**config.mk**
```make
export PLATFORM = sky130hd
export DESIGN_NAME = tsn_front
export DESIGN_NICKNAME = d
export VERILOG_FILES = /design/src/hw/rtl/tsn_pkg.sv /design/src/hw/rtl/tsn_front.sv
export SDC_FILE = /design/constraint.sdc
export NUM_CORES = 2
export LEC_CHECK = 0
export BUFFER_PORTS_ARGS = -buffer_cell sky130_fd_sc_hd__buf_2
export CAP_MARGIN = 40
export CORE_AREA = 5 5 574 576
export CTS_CLUSTER_DIAMETER = 40
export CTS_CLUSTER_SIZE = 40
export DETAILED_ROUTE_END_ITERATION = 8
export DIE_AREA = 0 0 579 581
export PLACE_DENSITY = 0.49
export SLEW_MARGIN = 10
export SYNTH_ARGS = -nofsm -noshare
export SYNTH_HDL_FRONTEND = slang
export SYNTH_SLANG_ARGS = --single-unit
```
**constraint.sdc**
```tcl
create_clock -name clk -period 70.7 [get_ports clk]
set_input_delay 3.535 -clock clk [delete_from_list [all_inputs] [get_ports clk]]
set_output_delay 3.535 -clock clk [all_outputs]
set_load 0.02 [all_outputs]
```
**src/hw/rtl/tsn_pkg.sv**
```systemverilog
`default_nettype none
// ----------------------------------------------------------------------------
// tsn_pkg
// shared types, register indexes and helper functions of the selector
// narrowing unit
// ----------------------------------------------------------------------------
package tsn_pkg;

	localparam logic [2:0] REG_LOCAL_ADDR_HI  = 3'd0;
	localparam logic [2:0] REG_LOCAL_ADDR_LO  = 3'd1;
	localparam logic [2:0] REG_LOCAL_PREFIX   = 3'd2;
	localparam logic [2:0] REG_LOCAL_PORT     = 3'd3;
	localparam logic [2:0] REG_LOCAL_PROTO    = 3'd4;
	localparam logic [2:0] REG_FROM_INITIATOR = 3'd5;
	localparam logic [2:0] REG_IPV6_MODE      = 3'd6;

	localparam logic [15:0] PORT_ALL = 16'hFFFF;
	localparam logic [7:0]  WIDTH_V6 = 8'd128;
	localparam logic [7:0]  WIDTH_V4 = 8'd32;

	typedef struct packed {
		logic [63:0] addr_hi;
		logic [63:0] addr_lo;
		logic [7:0]  prefix;
		logic [15:0] port;
		logic [7:0]  proto;
		logic        initiator;
		logic        ipv6;
	} cfg_t;

	localparam cfg_t CFG_RESET = '{addr_hi: 64'd0, addr_lo: 64'd0, prefix: 8'd0,
		port: 16'd0, proto: 8'd0, initiator: 1'b0, ipv6: 1'b1};

	typedef struct packed {
		logic         first;
		logic         last;
		logic         init;
		logic         ipv6;
		logic         ok;
		logic [127:0] peer_s;
		logic [127:0] peer_e;
		logic [15:0]  peer_ps;
		logic [15:0]  peer_pe;
		logic [7:0]   peer_proto;
		logic [127:0] r_s;
		logic [127:0] r_e;
		logic [15:0]  r_ps;
		logic [15:0]  r_pe;
		logic [7:0]   r_proto;
		logic [7:0]   prefix;
		logic [127:0] r_diff;
		logic [127:0] n_e;
		logic [15:0]  n_ps;
		logic [15:0]  n_pe;
		logic [127:0] n_diff;
		logic [15:0]  n_pdiff;
	} item_t;

	function automatic logic [127:0] addr_mask(input logic ipv6);
		return ipv6 ? {128{1'b1}} : {96'd0, 32'hFFFF_FFFF};
	endfunction

	function automatic logic [7:0] addr_width(input logic ipv6);
		return ipv6 ? WIDTH_V6 : WIDTH_V4;
	endfunction

	function automatic logic [127:0] low_ones(input logic [7:0] k);
		logic [127:0] m;
		for (int i = 0; i < 128; i++)
			m[i] = (8'(i) < k);
		return m;
	endfunction

	// trailing zeros of a masked address, capped at the width
	function automatic logic [7:0] tz128(input logic [127:0] v, input logic [7:0] w);
		logic [7:0] n;
		n = w;
		for (int i = 127; i >= 0; i--)
			if (v[i])
				n = 8'(i);
		return n;
	endfunction

	function automatic logic [15:0] single_port(input logic [15:0] ps, input logic [15:0] pe);
		return (ps != 16'd0 || pe != PORT_ALL) ? ps : 16'd0;
	endfunction

endpackage
`default_nettype wire

```
**src/hw/rtl/tsn_front.sv**
```systemverilog
`default_nettype none
// ----------------------------------------------------------------------------
// tsn_front
// two-stage front: intersects each peer range with the local selector, then
// rounds it to a subnet and precomputes the span sizes
// ----------------------------------------------------------------------------
module tsn_front (
	input  wire logic           clk,
	input  wire logic           arst_n,
	input  tsn_pkg::cfg_t       cfg,
	input  wire logic           in_valid,
	output logic                in_ready,
	input  wire logic [63:0]    start_hi,
	input  wire logic [63:0]    start_lo,
	input  wire logic [63:0]    end_hi,
	input  wire logic [63:0]    end_lo,
	input  wire logic [15:0]    port_start,
	input  wire logic [15:0]    port_end,
	input  wire logic [7:0]     proto,
	input  wire logic           first_item,
	input  wire logic           last_item,
	output logic                item_valid,
	output tsn_pkg::item_t      item,
	input  wire logic           item_ready
);
	import tsn_pkg::*;

	typedef struct packed {
		logic         first;
		logic         last;
		logic         init;
		logic         ipv6;
		logic         ok;
		logic [127:0] peer_s;
		logic [127:0] peer_e;
		logic [15:0]  peer_ps;
		logic [15:0]  peer_pe;
		logic [7:0]   peer_proto;
		logic [127:0] r_s;
		logic [127:0] r_e;
		logic [15:0]  r_ps;
		logic [15:0]  r_pe;
		logic [7:0]   r_proto;
	} s1_t;

	logic   v1_q, v2_q, en1, en2;
	s1_t    s1_d, data_s1;
	item_t  s2_d, data_s2;

	logic [127:0] wm, la, hm, ls, le;
	logic [7:0]   w, p;
	logic [15:0]  lps, lpe;
	logic         ok_p;

	assign en2      = !v2_q || item_ready;
	assign en1      = !v1_q || en2;
	assign in_ready = en1;

	// stage 1: local span and intersection
	always_comb begin
		wm = addr_mask(cfg.ipv6);
		w  = addr_width(cfg.ipv6);
		p  = (cfg.prefix > w) ? w : cfg.prefix;
		hm = low_ones(w - p);
		la = {cfg.addr_hi, cfg.addr_lo} & wm;
		ls = la & ~hm;
		le = la | hm;
		lps = cfg.port;
		lpe = (cfg.port != 16'd0) ? cfg.port : PORT_ALL;

		s1_d.first      = first_item;
		s1_d.last       = last_item;
		s1_d.init       = cfg.initiator;
		s1_d.ipv6       = cfg.ipv6;
		s1_d.peer_s     = {start_hi, start_lo} & wm;
		s1_d.peer_e     = {end_hi, end_lo} & wm;
		s1_d.peer_ps    = port_start;
		s1_d.peer_pe    = port_end;
		s1_d.peer_proto = proto;

		ok_p = 1'b1;
		if (cfg.proto == 8'd0) begin
			s1_d.r_proto = proto;
		end else if (proto == 8'd0 || proto == cfg.proto) begin
			s1_d.r_proto = cfg.proto;
		end else begin
			s1_d.r_proto = cfg.proto;
			ok_p = 1'b0;
		end
		s1_d.r_s  = (ls < s1_d.peer_s) ? s1_d.peer_s : ls;
		s1_d.r_e  = (le < s1_d.peer_e) ? le : s1_d.peer_e;
		s1_d.r_ps = (lps > port_start) ? lps : port_start;
		s1_d.r_pe = (lpe < port_end) ? lpe : port_end;
		s1_d.ok   = ok_p && !(s1_d.r_e < s1_d.r_s) && (s1_d.r_ps <= s1_d.r_pe);
	end

	// stage 2: subnet rounding and span sizes
	logic [7:0]   k, w2;
	logic [127:0] hm2, wm2;
	logic [15:0]  sp;

	always_comb begin
		w2  = addr_width(data_s1.ipv6);
		wm2 = addr_mask(data_s1.ipv6);
		k   = tz128(data_s1.r_s, w2);
		if (tz128(~data_s1.r_e & wm2, w2) < k)
			k = tz128(~data_s1.r_e & wm2, w2);
		hm2 = low_ones(k);
		sp  = single_port(data_s1.r_ps, data_s1.r_pe);

		s2_d.first      = data_s1.first;
		s2_d.last       = data_s1.last;
		s2_d.init       = data_s1.init;
		s2_d.ipv6       = data_s1.ipv6;
		s2_d.ok         = data_s1.ok;
		s2_d.peer_s     = data_s1.peer_s;
		s2_d.peer_e     = data_s1.peer_e;
		s2_d.peer_ps    = data_s1.peer_ps;
		s2_d.peer_pe    = data_s1.peer_pe;
		s2_d.peer_proto = data_s1.peer_proto;
		s2_d.r_s        = data_s1.r_s;
		s2_d.r_e        = data_s1.r_e;
		s2_d.r_ps       = data_s1.r_ps;
		s2_d.r_pe       = data_s1.r_pe;
		s2_d.r_proto    = data_s1.r_proto;
		s2_d.prefix     = w2 - k;
		s2_d.r_diff     = data_s1.r_e - data_s1.r_s;
		s2_d.n_e        = data_s1.r_s | hm2;
		s2_d.n_ps       = sp;
		s2_d.n_pe       = (sp != 16'd0) ? sp : PORT_ALL;
		s2_d.n_diff     = hm2;
		s2_d.n_pdiff    = (sp != 16'd0) ? 16'd0 : PORT_ALL;
	end

	always_ff @(posedge clk or negedge arst_n) begin
		if (!arst_n) begin
			v1_q <= 1'b0;
			v2_q <= 1'b0;
		end else begin
			if (en1)
				v1_q <= in_valid;
			if (en2)
				v2_q <= v1_q;
		end
	end

	always_ff @(posedge clk) begin
		if (en1 && in_valid)
			data_s1 <= s1_d;
		if (en2 && v1_q)
			data_s2 <= s2_d;
	end

	assign item_valid = v2_q;
	assign item       = data_s2;

endmodule
`default_nettype wire

```
==> metrics.cfg <==
[outcome]
outcome=complete, no violations

[detailed_routing]
ant_nets=0
via_per_inst=5.17
vias=68800
wl_per_cell_um=36.1
drc_errors=0
drt_iter0_markers=7898
drt-total-wl_um=481000
first_pass_iters=6

[floorplanning]
ioPinCount=1503
core_area_mm2=0.323
rows=209
start_util_pct=25.4
dieHeight_um=581
die_x_um=579
die_area_mm2=0.336

[worst_setup_path]
rr_worst_depth=22
critPathBufInv=5
crit_cells=39
path_class=input port to flip-flop
cpMaxStageDelayCell=or4_1
startpoint_type=input port
cp_top_family=simple AND/OR/NAND/NOR gates
slowest_delay_ns=0.83
crit_fanout=87
worstPathArrival_ns=16.45
crit_required_ns=71.43
endpoint_kind=flip-flop

[cts]
tritoncts=built
clk_pin_slew_ns=0.05
clk_latency_ns=0.91
cts_buffer_depth=4
cts_made_buffers=303
post-cts-setup-buffers=0
cts-root-buf=clkbuf_16
numClockSinks=1621
h-tree-depth=5
cts_hold_buf=0
cts_resized=0

[power_and_ir_drop]
power_mw=3.80
p_leak_nw=45.6
powerDensity_mw_per_mm2=35.6
irDropWorstVdd_mv=0.0209

[placed_design]
placed_area_mm2=0.0957
portBuffers=1502
hpwl_um=402000
gp_congestion=0.995

[worst_hold_path]
whs_path_depth=0
hold_path_class=flip-flop to flip-flop

[synthesis]
synth_area_mm2=0.0822
yosys_most_used_dff=edfxtp_1
synth_cells=6927
synth-async-reset-ratio_pct=0.123
seq_area_frac_synth_pct=59.2
yosysMostFrequentCell=edfxtp_1
yosys-top-cells-area=edfxtp_1 59%, ha_1 8.7%, nand2_1 3.4%
avgSynthCellArea_um2=11.9
synth_edf_count=1619
synth-seq-cells=1621
synth_common_cells=1619 x edfxtp_1, 746 x nand2_1, 619 x inv_1
ys_warn_count=0
syn-num-nets=7964
synth_cell_types=105
synth_top_cell_by_area=edfxtp_1
synth_top_cell_area_share_pct=59.1

[timing]
slew_headroom_pct=32.4
worst_slew_pin_slew_ns=1.00
rsz0062_at_grt=no
hold_viol=0
finalCritPeriodShare_pct=22.2
skew_ns=0.0490
setup_viol=0
fmax_mhz=63.6
setup_tns_ns=0
fin_crit_ns=15.72
slew_viol_final=0

[final_layout]
syn_to_final_growth_pct=29.7
final_area_mm2=0.107
drive_above_1_share_pct=27.3
nets=9711

[global_routing]
grt_use_total_pct=27.3
grt_max_degree=130
antenna_found_initial=149
overflow=0
grt_pass1_vias=66300
grt_pass1_wl_um=623000

[run]
drv_cap=0

## metal layers
| metal | wire [um] | up-vias | track usage, % |
|---|---|---|---|
| met5 | 487 | - | 0 |
| met4 | 21100 | 66 | 10.4 |
| met3 | 38300 | 719 | 6.02 |
| met2 | 205000 | 3816 | 40.5 |
| met1 | 216000 | 34800 | 38.8 |
| li1 | - | 29400 | - |
## logic make-up (layout without fill, tap and decap cells)
| kind of cell | after synthesis | count (layout) | share of synthesized area (%) |
|---|---|---|---|
| xor gates and xnor gates | 141 | 141 | 1.51 |
| AOI/OAI and AO/OA | 1558 | 1558 | 12.1 |
| adders and majority gates | 573 | 573 | 8.73 |
| DFF | 1621 | 1621 | 59.2 |
| muxes | 200 | 200 | 2.66 |
| and+or+nand+nor | 1973 | 1973 | 11.6 |
| buffers and inverters | 861 | 2866 | 4.17 |
| other | 0 | 55 | 0 |
## cells in the final DEF (no fill, tap or decap), drive strengths merged, types with 21 or more instances in the layout
cell type | netlist | final
a211oi | 46 | 46
a21o | 227 | 227
a21oi | 459 | 459
a31oi | 44 | 44
and2 | 34 | 34
and3 | 39 | 39
buf | 90 | 1675
bufinv | 0 | 38
clkbuf | 147 | 328
clkinv | 0 | 92
clkinvlp | 0 | 25
diode | 0 | 55
edfxtp | 1619 | 1619
ha | 572 | 572
inv | 624 | 705
mux2 | 131 | 131
mux2i | 69 | 69
nand2 | 747 | 747
nand2b | 122 | 122
nand3 | 189 | 189
nand4 | 162 | 162
nor2 | 300 | 300
nor2b | 61 | 61
nor3 | 70 | 70
nor4 | 78 | 78
o2111ai | 21 | 21
o211ai | 37 | 37
o21a | 127 | 127
o21ai | 372 | 372
o21bai | 31 | 31
o31ai | 25 | 25
or2 | 76 | 76
or3 | 37 | 37
xnor2 | 94 | 94
xor2 | 47 | 47
## registers in the layout, summed over array words and instances, names as in the netlist
signal and count:
v1_q 1, item_valid 1, data_s1 597, item 1022
## stage by stage
stage	hold slack (ns)	setup slack, ns	cells	utilization [%]
2_1_floorplan	0.400	42.62	6927	-
3_3_place_gp	0.401	53.12	12600	29.4
3_5_place_dp	0.405	53.99	12700	29.6
4_1_cts	0.381	54.94	13300	32.9
5_1_grt	0.406	54.44	13300	33.0
6_report	0.393	54.98	13300	33.0
## cell type report
| type | count | area, um^2 |
|---|---|---|
| Fill cell | 33000 | 217000 |
| Sequential cell | 1621 | 48700 |
| Multi-Input combinational cell | 4445 | 30200 |
| Timing Repair Buffer | 1679 | 9140 |
| Clock buffer | 327 | 7780 |
| Tap cell | 4325 | 5410 |
| Clock inverter | 236 | 2960 |
| Inverter | 624 | 2340 |
| Antenna cell | 55 | 138 |
## worst paths after layout
check                                  startpoint                endpoint  slack (ns)
hold / removal             data_s1[574]$_DFFE_PP_    item[1014]$_DFFE_PP_        0.39
max in group asynchronous                  arst_n        v1_q$_DFFE_PN0N_       68.17
setup reg to reg           data_s1[264]$_DFFE_PP_     item[196]$_DFFE_PP_       62.34
setup / recovery                           cfg[0]  data_s1[592]$_DFFE_PP_       54.98
hold reg to reg            data_s1[574]$_DFFE_PP_    item[1014]$_DFFE_PP_        0.39
min in group asynchronous                  arst_n  item_valid$_DFFE_PN0P_        2.43
## where the power goes
| group | total [mW] | switching (mW) | internal, mW | leakage, nW |
|---|---|---|---|---|
| Clock | 1.53 | 0.568 | 0.961 | 5.20 |
| Sequential | 1.32 | 0.110 | 1.20 | 15.8 |
| Combinational | 0.951 | 0.662 | 0.289 | 24.6 |
| Total | 3.80 | 1.34 | 2.45 | 45.6 |
Power figures use the tool's default switching activity.
