File: src/hw/rtl/tsn_pkg.sv
`default_nettype none
// ----------------------------------------------------------------------------
// tsn_pkg
// shared types, register indexes and helper functions of the selector
// narrowing unit
// ----------------------------------------------------------------------------
package tsn_pkg;

	localparam logic [2:0] REG_LOCAL_ADDR_HI  = 3'd0;
	localparam logic [2:0] REG_LOCAL_ADDR_LO  = 3'd1;
	localparam logic [2:0] REG_LOCAL_PREFIX   = 3'd2;
	localparam logic [2:0] REG_LOCAL_PORT     = 3'd3;
	localparam logic [2:0] REG_LOCAL_PROTO    = 3'd4;
	localparam logic [2:0] REG_FROM_INITIATOR = 3'd5;
	localparam logic [2:0] REG_IPV6_MODE      = 3'd6;

	localparam logic [15:0] PORT_ALL = 16'hFFFF;
	localparam logic [7:0]  WIDTH_V6 = 8'd128;
	localparam logic [7:0]  WIDTH_V4 = 8'd32;

	typedef struct packed {
		logic [63:0] addr_hi;
		logic [63:0] addr_lo;
		logic [7:0]  prefix;
		logic [15:0] port;
		logic [7:0]  proto;
		logic        initiator;
		logic        ipv6;
	} cfg_t;

	localparam cfg_t CFG_RESET = '{addr_hi: 64'd0, addr_lo: 64'd0, prefix: 8'd0,
		port: 16'd0, proto: 8'd0, initiator: 1'b0, ipv6: 1'b1};

	typedef struct packed {
		logic         first;
		logic         last;
		logic         init;
		logic         ipv6;
		logic         ok;
		logic [127:0] peer_s;
		logic [127:0] peer_e;
		logic [15:0]  peer_ps;
		logic [15:0]  peer_pe;
		logic [7:0]   peer_proto;
		logic [127:0] r_s;
		logic [127:0] r_e;
		logic [15:0]  r_ps;
		logic [15:0]  r_pe;
		logic [7:0]   r_proto;
		logic [7:0]   prefix;
		logic [127:0] r_diff;
		logic [127:0] n_e;
		logic [15:0]  n_ps;
		logic [15:0]  n_pe;
		logic [127:0] n_diff;
		logic [15:0]  n_pdiff;
	} item_t;

	function automatic logic [127:0] addr_mask(input logic ipv6);
		return ipv6 ? {128{1'b1}} : {96'd0, 32'hFFFF_FFFF};
	endfunction

	function automatic logic [7:0] addr_width(input logic ipv6);
		return ipv6 ? WIDTH_V6 : WIDTH_V4;
	endfunction

	function automatic logic [127:0] low_ones(input logic [7:0] k);
		logic [127:0] m;
		for (int i = 0; i < 128; i++)
			m[i] = (8'(i) < k);
		return m;
	endfunction

	// trailing zeros of a masked address, capped at the width
	function automatic logic [7:0] tz128(input logic [127:0] v, input logic [7:0] w);
		logic [7:0] n;
		n = w;
		for (int i = 127; i >= 0; i--)
			if (v[i])
				n = 8'(i);
		return n;
	endfunction

	function automatic logic [15:0] single_port(input logic [15:0] ps, input logic [15:0] pe);
		return (ps != 16'd0 || pe != PORT_ALL) ? ps : 16'd0;
	endfunction

endpackage
`default_nettype wire

File: src/hw/rtl/tsn_back.sv
`default_nettype none
// ----------------------------------------------------------------------------
// tsn_back
// payload state: keeps the first range and the best candidate, and emits
// the selection on the last item
// ----------------------------------------------------------------------------
module tsn_back (
	input  wire logic        clk,
	input  wire logic        arst_n,
	input  wire logic        item_valid,
	output logic             item_ready,
	input  tsn_pkg::item_t   item,
	output logic             out_valid,
	input  wire logic        out_ready,
	output logic [63:0]      sel_addr_hi,
	output logic [63:0]      sel_addr_lo,
	output logic [7:0]       sel_prefix,
	output logic [15:0]      sel_port,
	output logic [7:0]       sel_proto,
	output logic             accepted,
	output logic             narrowed
);
	import tsn_pkg::*;

	logic         open_q, no_extra_q, failed_q, narrowed_q;
	logic [127:0] first_s_q, first_e_q, best_s_q, best_e_q, best_diff_q;
	logic [15:0]  first_ps_q, first_pe_q, best_ps_q, best_pe_q;
	logic [7:0]   chosen_q, best_proto_q;

	logic         open_d, no_extra_d, failed_d, narrowed_d;
	logic [127:0] first_s_d, first_e_d, best_s_d, best_e_d, best_diff_d;
	logic [15:0]  first_ps_d, first_pe_d, best_ps_d, best_pe_d;
	logic [7:0]   chosen_d, best_proto_d;

	logic pop, is_first, cand, better, replace;

	logic [127:0] om, sel_s;
	logic [7:0]   ow, hk, hz, held_prefix;

	assign item_ready = !item.last || !out_valid || out_ready;
	assign pop        = item_valid && item_ready;
	assign is_first   = item.first || !open_q;

	assign cand = !failed_q && item.init && item.peer_proto == chosen_q && item.ok &&
		(item.r_proto == 8'd0 || item.r_proto == chosen_q) &&
		!(first_s_q < item.r_s) && !(item.n_e < first_e_q) &&
		item.n_ps <= first_ps_q && item.n_pe >= first_pe_q;
	assign better = (best_diff_q < item.n_diff) || (best_diff_q == item.n_diff &&
		item.n_pdiff > (best_pe_q - best_ps_q));
	assign replace = is_first || (cand && better);

	// prefix of the held best range under the current address width
	always_comb begin
		ow = addr_width(item.ipv6);
		om = addr_mask(item.ipv6);
		hk = tz128(best_s_q & om, ow);
		hz = tz128(~best_e_q & om, ow);
		if (hz < hk)
			hk = hz;
		held_prefix = ow - hk;
	end

	always_comb begin
		open_d        = open_q;
		no_extra_d    = no_extra_q;
		failed_d      = failed_q;
		narrowed_d    = narrowed_q;
		first_s_d     = first_s_q;
		first_e_d     = first_e_q;
		first_ps_d    = first_ps_q;
		first_pe_d    = first_pe_q;
		chosen_d      = chosen_q;
		best_s_d      = best_s_q;
		best_e_d      = best_e_q;
		best_ps_d     = best_ps_q;
		best_pe_d     = best_pe_q;
		best_proto_d  = best_proto_q;
		best_diff_d   = best_diff_q;
		if (is_first) begin
			open_d     = 1'b1;
			no_extra_d = 1'b1;
			narrowed_d = 1'b0;
			failed_d   = !item.ok;
			first_s_d  = item.peer_s;
			first_e_d  = item.peer_e;
			first_ps_d = item.peer_ps;
			first_pe_d = item.peer_pe;
			chosen_d   = item.peer_proto;
			if (item.ok) begin
				best_s_d      = item.r_s;
				best_e_d      = item.r_e;
				best_ps_d     = item.r_ps;
				best_pe_d     = item.r_pe;
				best_proto_d  = item.r_proto;
				best_diff_d   = item.r_diff;
			end else begin
				best_s_d      = '0;
				best_e_d      = '0;
				best_ps_d     = '0;
				best_pe_d     = '0;
				best_proto_d  = '0;
				best_diff_d   = '0;
			end
		end else if (cand) begin
			no_extra_d = 1'b0;
			if (better) begin
				if (!no_extra_q)
					narrowed_d = 1'b1;
				best_s_d      = item.r_s;
				best_e_d      = item.n_e;
				best_ps_d     = item.n_ps;
				best_pe_d     = item.n_pe;
				best_proto_d  = item.r_proto;
				best_diff_d   = item.n_diff;
			end
		end
		if (item.last)
			open_d = 1'b0;
	end

	assign sel_s = best_s_d & om;

	always_ff @(posedge clk or negedge arst_n) begin
		if (!arst_n) begin
			open_q        <= 1'b0;
			no_extra_q    <= 1'b1;
			failed_q      <= 1'b0;
			narrowed_q    <= 1'b0;
			first_s_q     <= '0;
			first_e_q     <= '0;
			first_ps_q    <= '0;
			first_pe_q    <= '0;
			chosen_q      <= '0;
			best_s_q      <= '0;
			best_e_q      <= '0;
			best_ps_q     <= '0;
			best_pe_q     <= '0;
			best_proto_q  <= '0;
			best_diff_q   <= '0;
			out_valid     <= 1'b0;
		end else begin
			if (pop && item.last)
				out_valid <= 1'b1;
			else if (out_ready)
				out_valid <= 1'b0;
			if (pop) begin
				open_q        <= open_d;
				no_extra_q    <= no_extra_d;
				failed_q      <= failed_d;
				narrowed_q    <= narrowed_d;
				first_s_q     <= first_s_d;
				first_e_q     <= first_e_d;
				first_ps_q    <= first_ps_d;
				first_pe_q    <= first_pe_d;
				chosen_q      <= chosen_d;
				best_s_q      <= best_s_d;
				best_e_q      <= best_e_d;
				best_ps_q     <= best_ps_d;
				best_pe_q     <= best_pe_d;
				best_proto_q  <= best_proto_d;
				best_diff_q   <= best_diff_d;
			end
		end
	end

	always_ff @(posedge clk) begin
		if (pop && item.last) begin
			if (failed_d) begin
				sel_addr_hi <= '0;
				sel_addr_lo <= '0;
				sel_prefix  <= '0;
				sel_port    <= '0;
				sel_proto   <= '0;
				accepted    <= 1'b0;
				narrowed    <= 1'b0;
			end else begin
				sel_addr_hi <= sel_s[127:64];
				sel_addr_lo <= sel_s[63:0];
				sel_prefix  <= replace ? item.prefix : held_prefix;
				sel_port    <= single_port(best_ps_d, best_pe_d);
				sel_proto   <= best_proto_d;
				accepted    <= 1'b1;
				narrowed    <= narrowed_d;
			end
		end
	end

	a_fail_zero: assert property (@(posedge clk) disable iff (!arst_n)
		(out_valid && !accepted) |-> (sel_addr_hi == 64'd0 && sel_addr_lo == 64'd0 &&
		sel_port == 16'd0 && !narrowed)) else $error("failed payload not cleared");
	a_prefix_range: assert property (@(posedge clk) disable iff (!arst_n)
		out_valid |-> sel_prefix <= WIDTH_V6) else $error("prefix out of range");
	a_last_closes: assert property (@(posedge clk) disable iff (!arst_n)
		(pop && item.last) |=> !open_q) else $error("payload left open");

endmodule
`default_nettype wire
File: config.mk
export PLATFORM = sky130hd
export DESIGN_NAME = tsn_back
export DESIGN_NICKNAME = d
export VERILOG_FILES = /design/src/hw/rtl/tsn_pkg.sv /design/src/hw/rtl/tsn_back.sv
export SDC_FILE = /design/constraint.sdc
export NUM_CORES = 2
export LEC_CHECK = 0
export BUFFER_PORTS_ARGS = -buffer_cell sky130_fd_sc_hd__buf_2
export CORE_AREA = 2 2 470 472
export DETAILED_ROUTE_END_ITERATION = 12
export DIE_AREA = 0 0 472 474
export PLACE_DENSITY = 0.42
export SLEW_MARGIN = 20
export SYNTH_ARGS = -nofsm -noshare
export SYNTH_HDL_FRONTEND = slang
export SYNTH_SLANG_ARGS = --single-unit
File: constraint.sdc
create_clock -name clk -period 6.6 [get_ports clk]
set_input_delay 0.99 -clock clk [delete_from_list [all_inputs] [get_ports clk]]
set_output_delay 0.99 -clock clk [all_outputs]
set_load 0.02 [all_outputs]
==> results.ini <==
[timing]
setup_viol = 0
final.setup.tns_ns = 0
fin_skew_ns = 0.0742
tightestPinTransition_ns = 1.10
rsz0062_at_grt = false
slew_viol_final = 0
timing.fmax_mhz = 163
fin_crit_sh_pct = 93.1
period_needed_ns = 6.15
hold_viol = 0
timing.slew.headroom_pct = 26.4

[synth]
synthArstFlopShare_pct = 81.7
synth-seq-cells = 887
synth.avg_cell_area_um2 = 9.71
netlist_area_um2 = 52400
synth_area_leader_cell = dfrtp_1
ys.flop_type = dfrtp_1
yosys-top-cells-area = dfrtp_1 (35%), ha_1 (11%), edfxtp_1 (9.3%)
ys_seq_area_share_pct = 43.9
yosysWarnings = 0
synth_top_area_share_pct = 34.6
ys_top_cells_by_count = dfrtp_1 (724), inv_1 (505), o21ai_0 (462)
synth-edff-count = 162
synth.most_common_cell = dfrtp_1
syn-num-nets = 6893
synthCells = 5397
yosysUniqueCellTypes = 80

[worst_setup_path]
slowest_delay_ns = 0.78
crit_top_cell = inv_1
crit_start = best_pe_q[0]$_DFFE_PN0P_
worst_r2r_path_depth = 26
arrival_ns = 6.79
worstPathRequired_ns = 7.24
rr_endpoint = sel_proto[7]$_SDFFCE_PP0P_
start_kind = flip-flop
end_kind = flip-flop
r2r-start = best_pe_q[0]$_DFFE_PN0P_
r2r_slack_ns = 0.45
critPathKind = reg -> reg
crit_slowest_cell = nor2_2
cp_max_fo = 17

[die]
core.rowCount = 172
dieArea_um2 = 224000
initial_core_util_pct = 24.0
core_um2 = 219000
die_x_um = 472
die_h_um = 474
io_pins = 1205

[cells_and_area]
fillers = 23200
regArea_um2 = 23000
drive_gt1_share_pct = 27.6
nets = 8040
synthToLayoutAreaGrowth_pct = 26.3
multiInputGateArea_um2 = 26500

[drt]
met2_length_mm = 118
dr_wl_met3_mm = 15.3
drt_wl_total_mm = 242
via_per_inst = 4.92
top_layer_used = met5
drt_iter0_drc = 2727
vias = 47100
first_pass_iters = 5
ant_nets = 0
drc = 0
detail_route.wl_per_cell_um = 25.3
met1_length_mm = 99.8

[job]
drv_cap = 0

[grt]
grt_pass1_vias = 48000
grt_pass1_wl_mm = 344
antenna_found_initial = 126
grt_overflow = 0
grt_max_degree = 135
grt_use_total_pct = 20.9

[power_and_ir_drop]
power.density_nw_per_um2 = 277
vdd_drop_max_uv = 208
power_uw = 18300
p_leak_uw = 0.0314

[cts]
cts_buffer_depth = 3
clkSlewWorstSetupHoldPaths_ns = 0.06
hold_buffers = 0
numCtsBuffers = 112
cts_tree = done
clock_latency_ns = 0.81
cts_sinks = 887
cts-htree-levels = 3
cts_root_buffer = clkbuf_16

[hold_path]
hp-class = in -> async

[placed_design]
routabilityCongestion = 0.929
dpl.hpwl_mm = 193
io_buffers = 1204

[outcome]
status = completed

-- layer usage --
layer,GRT usage (%),vias to the layer above
li1,-,22100
met1,25.5,22900
met2,36.5,1538
met3,4.91,414
met4,6.16,76
met5,0,-
-- state kept, by name (all words and copies together) (netlist names), 16 cells and up --
| name | cells |
|---|---|
| first_ps_q | 16 |
| sel_port | 16 |
| best_diff_q | 128 |
| first_pe_q | 16 |
| best_pe_q | 16 |
| sel_addr_lo | 64 |
| best_ps_q | 16 |
| first_e_q | 128 |
| first_s_q | 128 |
| best_e_q | 128 |
| sel_addr_hi | 64 |
| best_s_q | 128 |
-- worst max-delay path by stage --
stage                                   endpoint  cells after the start
floorplan            sel_prefix[6]$_SDFFCE_PP0P_                     24
global placement     sel_prefix[6]$_SDFFCE_PP0P_                     18
detailed placement   sel_prefix[6]$_SDFFCE_PP0P_                     18
CTS                  sel_prefix[7]$_SDFFCE_PP0P_                     27
global route        sel_addr_hi[1]$_SDFFCE_PP0P_                     28
finish                sel_proto[7]$_SDFFCE_PP0P_                     26
-- layout by cell type, fill, tap and decap left out, drive strengths merged, types with 28 or more instances in the layout --
| master | instances |
|---|---|
| dfrtp | 724 |
| nand2b | 34 |
| nor2 | 237 |
| nor3 | 61 |
| clkbuf | 150 |
| a211oi | 65 |
| and3 | 272 |
| buf | 1307 |
| mux2 | 299 |
| clkinv | 37 |
| a21boi | 28 |
| nand2 | 445 |
| ha | 454 |
| nand4 | 129 |
| a21o | 45 |
| xnor2 | 30 |
| edfxtp | 162 |
| a22o | 172 |
| o211ai | 34 |
| nor4 | 39 |
| diode | 58 |
| nand3 | 59 |
| a21oi | 403 |
| o21ai | 469 |
| inv | 509 |
| a22oi | 118 |
-- cells by family after synthesis --
group,after synthesis,share of synthesized area [%]
compound gates,1549,18.9
mux,319,6.81
flops,887,43.9
fa+ha+maj,455,10.9
xor+xnor,37,0.619
simple gates,1368,13.0
buf+inv,782,5.88
-- layout make-up --
cell class / count / area share (%)
clock inverters: 64 / 1.21
clock buffers: 149 / 4.77
well taps: 2871 / 5.43
repair buffers: 1308 / 10.8
diodes: 58 / 0.219
inverters: 505 / 2.86
multi-input cells: 3730 / 40.0
flip-flops and latches: 887 / 34.8
-- timing repair --
| action | 4_1_cts | 5_1_grt |
|---|---|---|
| endpoints found under the hold margin | 0 | 0 |
| buffers inserted | 0 | 4 |
| setup endpoints to repair | 0 | 558 |
| resized for setup | 0 | 12 |
-- report_power, final --
| part | switching, µW | internal, µW |
|---|---|---|
| clock network | 2750 | 3920 |
| registers | 702 | 6380 |
| logic | 2620 | 1950 |
-- critical path: cells and delay by family (launching register included) --
| kind | cells | cell delay [ns] |
|---|---|---|
| AOI/OAI and AO/OA | 15 | 3.03 |
| and+or+nand+nor | 3 | 1.15 |
| xor gates and xnor gates | 1 | 0.15 |
| DFF | 1 | 0.38 |
| buffers and inverters | 4 | 0.40 |
| adders and majority gates | 3 | 0.86 |
-- metrics by stage --
step / setup slack, ns / area, µm² / util, % / std cells / hold WS [ns]
4_1_cts: 0.233 / 65900 / 30.1 / 9505 / 0.186
3_5_place_dp: 0.121 / 61900 / 28.3 / 9292 / 0.474
5_1_grt: 0.00693 / 66100 / 30.2 / 9546 / 0.211
2_1_floorplan: 0.874 / 52400 / - / 5397 / 0.450
6_report: 0.454 / 66200 / 30.3 / 9572 / 0.209
3_3_place_gp: 0.0798 / 61900 / 28.3 / 9292 / 0.468
No activity file was read; power rests on OpenSTA's default activity.
